`src/rtl/tcc_pkg.sv`:
```
// tcc_pkg: field widths, mode and status codes, item and result types
// and calendar helper functions for the time and calendar counter
// no dependencies
`default_nettype none

package tcc_pkg;

  localparam int MODE_W   = 2;
  localparam int HOUR_W   = 5;
  localparam int MIN_W    = 6;
  localparam int SEC_W    = 6;
  localparam int MON_W    = 4;
  localparam int DAY_W    = 5;
  localparam int YEAR_W   = 14;
  localparam int STATUS_W = 3;
  localparam int RES_W    = 5;

  localparam logic [MODE_W-1:0] MODE_TICK = MODE_W'(0);
  localparam logic [MODE_W-1:0] MODE_DAY  = MODE_W'(1);
  localparam logic [MODE_W-1:0] MODE_LOAD = MODE_W'(2);

  localparam logic [STATUS_W-1:0] ST_OK       = STATUS_W'(0);
  localparam logic [STATUS_W-1:0] ST_BAD_HOUR = STATUS_W'(1);
  localparam logic [STATUS_W-1:0] ST_BAD_MIN  = STATUS_W'(2);
  localparam logic [STATUS_W-1:0] ST_BAD_SEC  = STATUS_W'(3);
  localparam logic [STATUS_W-1:0] ST_BAD_MON  = STATUS_W'(4);
  localparam logic [STATUS_W-1:0] ST_BAD_DAY  = STATUS_W'(5);

  localparam logic [HOUR_W-1:0] HOUR_MAX  = HOUR_W'(23);
  localparam logic [MIN_W-1:0]  MIN_MAX   = MIN_W'(59);
  localparam logic [SEC_W-1:0]  SEC_MAX   = SEC_W'(59);
  localparam logic [MON_W-1:0]  MON_FIRST = MON_W'(1);
  localparam logic [MON_W-1:0]  MON_LAST  = MON_W'(12);
  localparam logic [DAY_W-1:0]  DAY_FIRST = DAY_W'(1);
  localparam logic [YEAR_W-1:0] YEAR_MAX  = '1;
  localparam logic [YEAR_W-1:0] YEAR_RST  = YEAR_W'(2000);

  // year residue modulo 25, used for the century rules
  localparam logic [RES_W-1:0] RES_LAST = RES_W'(24);
  localparam logic [RES_W-1:0] RES_RST  = RES_W'(0);

  // floor(y / 25) == (y * RECIP25) >> RECIP_SHIFT for every 14-bit y
  localparam int RECIP_W     = 13;
  localparam int RECIP_SHIFT = 17;
  localparam int PROD_W      = YEAR_W + RECIP_W;
  localparam int QUOT_W      = PROD_W - RECIP_SHIFT;
  localparam logic [RECIP_W-1:0] RECIP25 = RECIP_W'(5243);

  typedef struct packed {
    logic [MODE_W-1:0] mode;
    logic [HOUR_W-1:0] load_hour;
    logic [MIN_W-1:0]  load_minute;
    logic [SEC_W-1:0]  load_second;
    logic [MON_W-1:0]  load_month;
    logic [DAY_W-1:0]  load_day;
    logic [YEAR_W-1:0] load_year;
    logic [RES_W-1:0]  load_res;
  } item_t;

  typedef struct packed {
    logic [HOUR_W-1:0]   cur_hour;
    logic [MIN_W-1:0]    cur_minute;
    logic [SEC_W-1:0]    cur_second;
    logic [MON_W-1:0]    cur_month;
    logic [DAY_W-1:0]    cur_day;
    logic [YEAR_W-1:0]   cur_year;
    logic [STATUS_W-1:0] status;
    logic                day_changed;
  } result_t;

  function automatic logic [RES_W-1:0] year_mod25(input logic [YEAR_W-1:0] y);
    logic [PROD_W-1:0] prod;
    logic [QUOT_W-1:0] q;
    logic [YEAR_W-1:0] qx;
    logic [YEAR_W-1:0] r;
    prod = PROD_W'(y) * PROD_W'(RECIP25);
    q    = prod[PROD_W-1:RECIP_SHIFT];
    qx   = YEAR_W'(q);
    r    = y - (qx << 4) - (qx << 3) - qx;
    return r[RES_W-1:0];
  endfunction

  function automatic logic is_leap(input logic [YEAR_W-1:0] y,
                                   input logic [RES_W-1:0]  res);
    return (y[1:0] == 2'b00) && ((res != RES_W'(0)) || (y[3:0] == 4'b0000));
  endfunction

  function automatic logic [DAY_W-1:0] month_days(input logic [MON_W-1:0] mon,
                                                  input logic             leap);
    logic [DAY_W-1:0] n;
    case (mon)
      MON_W'(1), MON_W'(3), MON_W'(5), MON_W'(7),
      MON_W'(8), MON_W'(10), MON_W'(12): n = DAY_W'(31);
      MON_W'(4), MON_W'(6), MON_W'(9), MON_W'(11): n = DAY_W'(30);
      MON_W'(2): n = leap ? DAY_W'(29) : DAY_W'(28);
      default: n = DAY_W'(0);
    endcase
    return n;
  endfunction

endpackage

`default_nettype wire

```
`src/rtl/tcc_if.sv`:
```
// tcc_in_if and tcc_out_if: valid/ready channels for input items and results
// depends on tcc_pkg
`default_nettype none

interface tcc_in_if;
  import tcc_pkg::*;
  logic              valid;
  logic              ready;
  logic [MODE_W-1:0] mode;
  logic [HOUR_W-1:0] load_hour;
  logic [MIN_W-1:0]  load_minute;
  logic [SEC_W-1:0]  load_second;
  logic [MON_W-1:0]  load_month;
  logic [DAY_W-1:0]  load_day;
  logic [YEAR_W-1:0] load_year;

  modport source (output valid, mode, load_hour, load_minute, load_second,
                  load_month, load_day, load_year, input ready);
  modport sink (input valid, mode, load_hour, load_minute, load_second,
                load_month, load_day, load_year, output ready);
endinterface

interface tcc_out_if;
  import tcc_pkg::*;
  logic                valid;
  logic                ready;
  logic [HOUR_W-1:0]   cur_hour;
  logic [MIN_W-1:0]    cur_minute;
  logic [SEC_W-1:0]    cur_second;
  logic [MON_W-1:0]    cur_month;
  logic [DAY_W-1:0]    cur_day;
  logic [YEAR_W-1:0]   cur_year;
  logic [STATUS_W-1:0] status;
  logic                day_changed;

  modport source (output valid, cur_hour, cur_minute, cur_second, cur_month,
                  cur_day, cur_year, status, day_changed, input ready);
  modport sink (input valid, cur_hour, cur_minute, cur_second, cur_month,
                cur_day, cur_year, status, day_changed, output ready);
endinterface

`default_nettype wire

```
`src/rtl/tcc_in_stage.sv`:
```
// tcc_in_stage: input register for one item, with the mod-25 residue of
// the load year worked out on the way in; depends on tcc_pkg, tcc_in_if
`default_nettype none

module tcc_in_stage (
  input  logic            clk,
  input  logic            rst,
  tcc_in_if.sink          item_in,
  input  logic            advance,
  output logic            s1_valid,
  output tcc_pkg::item_t  s1_item
);
  import tcc_pkg::*;

  logic take;

  assign item_in.ready = !s1_valid || advance;
  assign take          = item_in.valid && item_in.ready;

  always_ff @(posedge clk) begin
    if (rst) begin
      s1_valid <= 1'b0;
    end else if (take) begin
      s1_valid <= 1'b1;
    end else if (advance) begin
      s1_valid <= 1'b0;
    end
  end

  always_ff @(posedge clk) begin
    if (take) begin
      s1_item.mode        <= item_in.mode;
      s1_item.load_hour   <= item_in.load_hour;
      s1_item.load_minute <= item_in.load_minute;
      s1_item.load_second <= item_in.load_second;
      s1_item.load_month  <= item_in.load_month;
      s1_item.load_day    <= item_in.load_day;
      s1_item.load_year   <= item_in.load_year;
      s1_item.load_res    <= year_mod25(item_in.load_year);
    end
  end

endmodule

`default_nettype wire

```
`src/rtl/tcc_calc.sv`:
```
// tcc_calc: time and date state, next-state logic for tick, day advance
// and load, and the result register; depends on tcc_pkg, tcc_out_if
`default_nettype none

module tcc_calc (
  input  logic            clk,
  input  logic            rst,
  input  logic            s1_valid,
  input  tcc_pkg::item_t  s1_item,
  output logic            advance,
  tcc_out_if.source       result_out
);
  import tcc_pkg::*;

  logic [HOUR_W-1:0] hour, hour_next;
  logic [MIN_W-1:0]  minute, minute_next;
  logic [SEC_W-1:0]  second, second_next;
  logic [MON_W-1:0]  month, month_next;
  logic [DAY_W-1:0]  day, day_next;
  logic [YEAR_W-1:0] year, year_next;
  logic [RES_W-1:0]  year_res, year_res_next;

  logic [MON_W-1:0]  adv_month;
  logic [DAY_W-1:0]  adv_day;
  logic [YEAR_W-1:0] adv_year;
  logic [RES_W-1:0]  adv_res;
  logic [DAY_W-1:0]  last_day;
  logic [DAY_W-1:0]  load_last;

  logic [STATUS_W-1:0] status;
  logic                changed;
  logic                out_valid;
  result_t             result;

  assign advance = s1_valid && (!out_valid || result_out.ready);

  // next date after the held one
  always_comb begin
    last_day  = month_days(month, is_leap(year, year_res));
    adv_day   = day + DAY_W'(1);
    adv_month = month;
    adv_year  = year;
    adv_res   = year_res;
    if (day >= last_day) begin
      adv_day = DAY_FIRST;
      if (month >= MON_LAST) begin
        adv_month = MON_FIRST;
        adv_year  = year + YEAR_W'(1);
        if (year == YEAR_MAX || year_res == RES_LAST) begin
          adv_res = RES_W'(0);
        end else begin
          adv_res = year_res + RES_W'(1);
        end
      end else begin
        adv_month = month + MON_W'(1);
      end
    end
  end

  always_comb begin
    hour_next     = hour;
    minute_next   = minute;
    second_next   = second;
    month_next    = month;
    day_next      = day;
    year_next     = year;
    year_res_next = year_res;
    status        = ST_OK;
    changed       = 1'b0;
    load_last     = month_days(s1_item.load_month,
                               is_leap(s1_item.load_year, s1_item.load_res));
    unique case (s1_item.mode)
      MODE_TICK: begin
        if (second >= SEC_MAX) begin
          second_next = '0;
          if (minute >= MIN_MAX) begin
            minute_next = '0;
            if (hour >= HOUR_MAX) begin
              hour_next     = '0;
              month_next    = adv_month;
              day_next      = adv_day;
              year_next     = adv_year;
              year_res_next = adv_res;
              changed       = 1'b1;
            end else begin
              hour_next = hour + HOUR_W'(1);
            end
          end else begin
            minute_next = minute + MIN_W'(1);
          end
        end else begin
          second_next = second + SEC_W'(1);
        end
      end
      MODE_DAY: begin
        month_next    = adv_month;
        day_next      = adv_day;
        year_next     = adv_year;
        year_res_next = adv_res;
        changed       = 1'b1;
      end
      MODE_LOAD: begin
        priority if (s1_item.load_hour > HOUR_MAX) begin
          status = ST_BAD_HOUR;
        end else if (s1_item.load_minute > MIN_MAX) begin
          status = ST_BAD_MIN;
        end else if (s1_item.load_second > SEC_MAX) begin
          status = ST_BAD_SEC;
        end else if (s1_item.load_month < MON_FIRST || s1_item.load_month > MON_LAST) begin
          status = ST_BAD_MON;
        end else if (s1_item.load_day < DAY_FIRST || s1_item.load_day > load_last) begin
          status = ST_BAD_DAY;
        end else begin
          status = ST_OK;
        end
        if (status == ST_OK) begin
          changed       = (s1_item.load_month != month) || (s1_item.load_day != day) ||
                          (s1_item.load_year != year);
          hour_next     = s1_item.load_hour;
          minute_next   = s1_item.load_minute;
          second_next   = s1_item.load_second;
          month_next    = s1_item.load_month;
          day_next      = s1_item.load_day;
          year_next     = s1_item.load_year;
          year_res_next = s1_item.load_res;
        end
      end
      default: begin
        changed = 1'b0;
      end
    endcase
  end

  always_ff @(posedge clk) begin
    if (rst) begin
      hour     <= '0;
      minute   <= '0;
      second   <= '0;
      month    <= MON_FIRST;
      day      <= DAY_FIRST;
      year     <= YEAR_RST;
      year_res <= RES_RST;
    end else if (advance) begin
      hour     <= hour_next;
      minute   <= minute_next;
      second   <= second_next;
      month    <= month_next;
      day      <= day_next;
      year     <= year_next;
      year_res <= year_res_next;
    end
  end

  always_ff @(posedge clk) begin
    if (rst) begin
      out_valid <= 1'b0;
    end else if (advance) begin
      out_valid <= 1'b1;
    end else if (result_out.ready) begin
      out_valid <= 1'b0;
    end
  end

  always_ff @(posedge clk) begin
    if (advance) begin
      result.cur_hour    <= hour_next;
      result.cur_minute  <= minute_next;
      result.cur_second  <= second_next;
      result.cur_month   <= month_next;
      result.cur_day     <= day_next;
      result.cur_year    <= year_next;
      result.status      <= status;
      result.day_changed <= changed;
    end
  end

  assign result_out.valid       = out_valid;
  assign result_out.cur_hour    = result.cur_hour;
  assign result_out.cur_minute  = result.cur_minute;
  assign result_out.cur_second  = result.cur_second;
  assign result_out.cur_month   = result.cur_month;
  assign result_out.cur_day     = result.cur_day;
  assign result_out.cur_year    = result.cur_year;
  assign result_out.status      = result.status;
  assign result_out.day_changed = result.day_changed;

`ifndef SYNTHESIS
  a_time_range: assert property (@(posedge clk) disable iff (rst)
    hour <= HOUR_MAX && minute <= MIN_MAX && second <= SEC_MAX)
    else $error("time of day out of range");

  a_date_range: assert property (@(posedge clk) disable iff (rst)
    month >= MON_FIRST && month <= MON_LAST && day >= DAY_FIRST)
    else $error("date out of range");

  a_result_is_state: assert property (@(posedge clk) disable iff (rst)
    out_valid |-> result.cur_year == year && result.cur_day == day &&
                  result.cur_month == month && result.cur_second == second)
    else $error("held result differs from state");

  a_refused_no_change: assert property (@(posedge clk) disable iff (rst)
    out_valid && result.status != ST_OK |-> !result.day_changed)
    else $error("refused load reports a date change");

  a_tick_second: assert property (@(posedge clk) disable iff (rst)
    advance && s1_item.mode == MODE_TICK && second < SEC_MAX
    |=> second == $past(second) + SEC_W'(1) && minute == $past(minute))
    else $error("tick did not step the second");
`endif

endmodule

`default_nettype wire

```
`src/rtl/time_and_calendar_counter.sv`:
```
// time_and_calendar_counter: top level, input register stage and calendar core
// depends on tcc_pkg, tcc_if, tcc_in_stage, tcc_calc
`default_nettype none

// 24-hour time of day plus Gregorian date, reset to 00:00:00 on 1/1/2000.
// Each item ticks one second, advances one day, loads all six fields, or with mode 3 does nothing;
// a refused load leaves the state alone and reports the first bad field.
// Throughput is one item per clock while the output is not stalled.
// An item is registered in the input register, and its result is then
// registered in the result register and offered on the output. A stalled
// output holds the result register and, through it, the input register.
// The leap-year rule uses a mod-25 residue of the year that is kept next
// to the year register and computed for load years on entry.
module time_and_calendar_counter (
  input  logic      clk,
  input  logic      rst,
  tcc_in_if.sink    item_in,
  tcc_out_if.source result_out
);
  import tcc_pkg::*;

  logic  s1_valid;
  item_t s1_item;
  logic  advance;

  tcc_in_stage u_in_stage (
    .clk      (clk),
    .rst      (rst),
    .item_in  (item_in),
    .advance  (advance),
    .s1_valid (s1_valid),
    .s1_item  (s1_item)
  );

  tcc_calc u_calc (
    .clk        (clk),
    .rst        (rst),
    .s1_valid   (s1_valid),
    .s1_item    (s1_item),
    .advance    (advance),
    .result_out (result_out)
  );

endmodule

`default_nettype wire

```
`src/flat_wrapper.sv`:
```
// flat-port wrapper written by rule: the top's interface ports become plain ports
module time_and_calendar_counter_flat import tcc_pkg::*;
  (clk, rst, item_in_valid, item_in_mode, item_in_load_hour, item_in_load_minute, item_in_load_second, item_in_load_month, item_in_load_day, item_in_load_year, item_in_ready, result_out_valid, result_out_cur_hour, result_out_cur_minute, result_out_cur_second, result_out_cur_month, result_out_cur_day, result_out_cur_year, result_out_status, result_out_day_changed, result_out_ready);
  tcc_in_if item_in_i ();
  tcc_out_if result_out_i ();
  input  logic clk;
  input  logic rst;
  input wire logic [$bits(item_in_i.valid)-1:0] item_in_valid;
  input wire logic [$bits(item_in_i.mode)-1:0] item_in_mode;
  input wire logic [$bits(item_in_i.load_hour)-1:0] item_in_load_hour;
  input wire logic [$bits(item_in_i.load_minute)-1:0] item_in_load_minute;
  input wire logic [$bits(item_in_i.load_second)-1:0] item_in_load_second;
  input wire logic [$bits(item_in_i.load_month)-1:0] item_in_load_month;
  input wire logic [$bits(item_in_i.load_day)-1:0] item_in_load_day;
  input wire logic [$bits(item_in_i.load_year)-1:0] item_in_load_year;
  output wire logic [$bits(item_in_i.ready)-1:0] item_in_ready;
  output wire logic [$bits(result_out_i.valid)-1:0] result_out_valid;
  output wire logic [$bits(result_out_i.cur_hour)-1:0] result_out_cur_hour;
  output wire logic [$bits(result_out_i.cur_minute)-1:0] result_out_cur_minute;
  output wire logic [$bits(result_out_i.cur_second)-1:0] result_out_cur_second;
  output wire logic [$bits(result_out_i.cur_month)-1:0] result_out_cur_month;
  output wire logic [$bits(result_out_i.cur_day)-1:0] result_out_cur_day;
  output wire logic [$bits(result_out_i.cur_year)-1:0] result_out_cur_year;
  output wire logic [$bits(result_out_i.status)-1:0] result_out_status;
  output wire logic [$bits(result_out_i.day_changed)-1:0] result_out_day_changed;
  input wire logic [$bits(result_out_i.ready)-1:0] result_out_ready;
  assign item_in_i.valid = item_in_valid;
  assign item_in_i.mode = item_in_mode;
  assign item_in_i.load_hour = item_in_load_hour;
  assign item_in_i.load_minute = item_in_load_minute;
  assign item_in_i.load_second = item_in_load_second;
  assign item_in_i.load_month = item_in_load_month;
  assign item_in_i.load_day = item_in_load_day;
  assign item_in_i.load_year = item_in_load_year;
  assign item_in_ready = item_in_i.ready;
  assign result_out_valid = result_out_i.valid;
  assign result_out_cur_hour = result_out_i.cur_hour;
  assign result_out_cur_minute = result_out_i.cur_minute;
  assign result_out_cur_second = result_out_i.cur_second;
  assign result_out_cur_month = result_out_i.cur_month;
  assign result_out_cur_day = result_out_i.cur_day;
  assign result_out_cur_year = result_out_i.cur_year;
  assign result_out_status = result_out_i.status;
  assign result_out_day_changed = result_out_i.day_changed;
  assign result_out_i.ready = result_out_ready;
  time_and_calendar_counter u_core (.clk(clk), .rst(rst), .item_in(item_in_i), .result_out(result_out_i));
endmodule
```
`config.mk`:
```
export PLATFORM = sky130hd
export DESIGN_NAME = time_and_calendar_counter_flat
export DESIGN_NICKNAME = d
export VERILOG_FILES = /design/src/rtl/tcc_pkg.sv /design/src/rtl/tcc_if.sv /design/src/rtl/tcc_in_stage.sv /design/src/rtl/tcc_calc.sv /design/src/rtl/time_and_calendar_counter.sv /design/src/flat_wrapper.sv
export SDC_FILE = /design/constraint.sdc
export NUM_CORES = 1
export LEC_CHECK = 0
export BUFFER_PORTS_ARGS = -buffer_cell sky130_fd_sc_hd__buf_2
export CAP_MARGIN = 0
export CORE_MARGIN = 2
export CORE_UTILIZATION = 61
export CTS_BUF_LIST = sky130_fd_sc_hd__clkbuf_16
export DETAILED_ROUTE_END_ITERATION = 8
export HOLD_SLACK_MARGIN = 0.06
export PLACE_DENSITY = 0.79
export SYNTH_ARGS = -nofsm -noshare
export SYNTH_HDL_FRONTEND = slang
export SYNTH_SLANG_ARGS = --single-unit
```
`constraint.sdc`:
```
create_clock -name clk -period 8.4 [get_ports clk]
set_input_delay 0.42 -clock clk [delete_from_list [all_inputs] [get_ports clk]]
set_output_delay 0.42 -clock clk [all_outputs]
set_load 0.005 [all_outputs]
```
==> impl_metrics.json <==
{
  "avgViaCountPerCell": 6.15,
  "post-cts-setup-buffer-count": 0,
  "avgSynthCellArea_sq_um": 10.0,
  "p_sw_w": 0.00141,
  "p_leak_nw": 5.12,
  "initial_utilization_pct": 61.5,
  "antenna_found_initial": 0,
  "clk_pin_slew_ns": 0.06,
  "cts_tree": "done",
  "yosys_warnings": 0,
  "arrival_ns": 6.61,
  "path_buf_inv": 6,
  "p_comb_share_pct": 54.1,
  "wl_mm": 25.7,
  "n_fill_cell": 1342,
  "first_iter_violations": 1115,
  "crit_slowest_cell": "fa_1",
  "antenna_left": 0,
  "syn2layout_area_growth_pct": 11.4,
  "hold_violations": 0,
  "syn_area_sq_mm": 0.0105,
  "insertion_delay_ns": 0.44,
  "maxCapViolations": 0,
  "nets": 1341,
  "power_w": 0.00364,
  "p_per_area_mw_per_mm2": 310,
  "p_int_w": 0.00223,
  "min_period_over_period_pct": 76.5,
  "irDropWorstVdd_mv": 0.427,
  "cts.repair.resized": 0,
  "crit_path_end_kind": "flip-flop",
  "final_cell_mix": "inv_1, ha_1, buf_2, edfxtp_1, nand2_1",
  "outcome": "complete, no violations",
  "slew_headroom_pct": 18.5,
  "vias": 8390,
  "critPathMaxFanout": 7,
  "min-delay-path-class": "input pin to flip-flop",
  "numCtsBuffers": 17,
  "ys.flop_type": "edfxtp_1",
  "multi_input_area_sq_mm": 0.00610,
  "drc": 0,
  "core_area_sq_mm": 0.0171,
  "yosysTopAreaCellShare_pct": 25.9,
  "final_common_cell": "inv_1",
  "port-buffer-count": 91,
  "synth_cells": 1050,
  "worst_pin_slew_ns": 1.22,
  "place.gp.congestion": 0.962,
  "io_pins": 92,
  "synth_area_leaders": "edfxtp_1, ha_1, fa_1, dfxtp_1, inv_1",
  "overflow": 0,
  "regArea_sq_mm": 0.00367,
  "synth-edff-count": 91,
  "grt_setup_unrepaired": "no",
  "path_class": "input pin to flip-flop",
  "ys_seq_elements": 138,
  "clock_path_buffers": 2,
  "die_area_sq_mm": 0.0183,
  "synth-seq-area-share_pct": 34.9,
  "startpoint_type": "input pin",
  "grt_max_degree": 82,
  "clockPowerShare_pct": 21.2,
  "ys_types": 80,
  "synth-async-reset-ratio_pct": 0,
  "crit_family": "adder cells",
  "cts_root_buf": "clkbuf_16",
  "seqPwrFrac_pct": 24.6,
  "die-width_um": 135,
  "fmax_ghz": 0.156,
  "grt_pass1_wl_mm": 41.0,
  "drive_gt1_share_pct": 14.3,
  "num_rows": 48,
  "die_h_um": 135,
  "tns_ns": 0,
  "wire_per_inst_um": 18.8,
  "grt_pass1_vias": 7969,
  "swShare_pct": 38.8,
  "whs_ns": 0.158,
  "antennaDiodeCount": 0,
  "htree_num_levels": 4,
  "yosys.area.top_type": "edfxtp_1",
  "period_needed_ns": 6.43,
  "final.setup_skew_ns": 0.00879,
  "synth_fp_nets": 1264,
  "ctsHoldBuffers": 0,
  "dr.pass1.iters": 6,
  "drv_slew": 0,
  "cts.sinks": 138,
  "required_ns": 8.58,
  "finalSetupViolCount": 0,
  "dp_hpwl_mm": 19.2,
  "slowest_delay_ns": 0.55,
  "grt_use_total_pct": 29.0
}
-- routing by layer --
metal  vias up  global-route usage, %  share of wire (%)
li1       3906                      -                  -
met1      4007                   40.3                 42
met2       418                   44.8                 47
met3        59                   5.31                8.3
met4         0                   12.8                3.4
met5         -                      0                  0
-- state kept, by name, indices dropped and copies added, names as in the netlist --
name and count:
u_core.u_calc.result_out.cur_year 14, u_core.u_in_stage.s1_valid 1, u_core.u_calc.month 4, u_core.u_calc.result_out.cur_second 6
u_core.u_calc.day 5, u_core.u_calc.result_out.cur_day 5, u_core.u_calc.result_out.cur_month 4, u_core.u_calc.second 6
u_core.u_calc.year_res 5, u_core.u_calc.result_out.valid 1, u_core.u_calc.year 14, u_core.u_calc.result_out.cur_hour 5
u_core.u_calc.result_out.status 3, u_core.u_calc.minute 6, u_core.u_calc.result_out.cur_minute 6, u_core.u_calc.result_out.day_changed 1
u_core.u_in_stage.s1_item 47, u_core.u_calc.hour 5
-- final timing paths --
kind	slack, ns	startpoint	to	cells after the start
worst max-delay path	1.97	item_in_load_year[4]	u_core.u_in_stage.s1_item[4]	27
worst min-delay path	0.16	item_in_load_second[4]	u_core.u_in_stage.s1_item[32]	1
worst max register to register	4.47	u_core.u_calc.month[0]	u_core.u_calc.result_out.cur_month[2]	12
worst min register to register	0.52	u_core.u_in_stage.s1_valid	u_core.u_calc.result_out.valid	2
-- cell type report --
cell class                      count  area share [%]
Sequential cell                   138            31.3
Inverter                          155            4.96
Clock inverter                     15            1.48
Timing Repair Buffer               96            4.20
Tap cell                          225            2.40
Multi-Input combinational cell    719            52.0
Clock buffer                       17            3.63
-- stage by stage --
stage	utilization [%]	cell area, sq um	setup slack [ns]	instances
final	68.5	11700	1.97	1365
after global routing	68.5	11700	1.69	1365
after CTS	68.5	11700	1.99	1365
after detailed placement	65.0	11100	1.58	1333
after global placement	65.0	11100	1.82	1333
after floorplan	-	10500	2.18	1050
-- cells by family after synthesis --
group,count (synthesis),share of synthesized area [%]
fa+ha+maj,168,24.4
simple gates,239,11.4
compound gates,256,17.3
mux,12,1.19
buf+inv,193,7.21
flops,138,34.9
xor+xnor,44,3.66
-- power groups by stage --
stage	sequential, W	combinational [W]	clock, W
after global placement	0.000909	0.00183	0
final	0.000897	0.00197	0.000772
after detailed placement	0.000910	0.00194	0
after CTS	0.000896	0.00197	0.000777
after global routing	0.000902	0.00221	0.000805
after floorplan	0.000896	0.00155	0
-- Yosys cell counts, drive strengths merged, types with 7 or more instances --
master / count
nor3: 18
fa: 63
a31oi: 16
xor2: 18
nand4: 11
clkbuf: 24
edfxtp: 91
a311oi: 8
o31ai: 9
dfxtp: 47
o21ai: 58
a21oi: 47
o211ai: 7
mux2i: 8
and3: 13
nand3: 20
a211oi: 8
o22ai: 9
inv: 154
ha: 105
nand2: 66
nor4: 10
xnor2: 26
a22oi: 14
o21a: 11
nor2: 68
buf: 14
a21o: 15
Power figures use the tool's default switching activity.
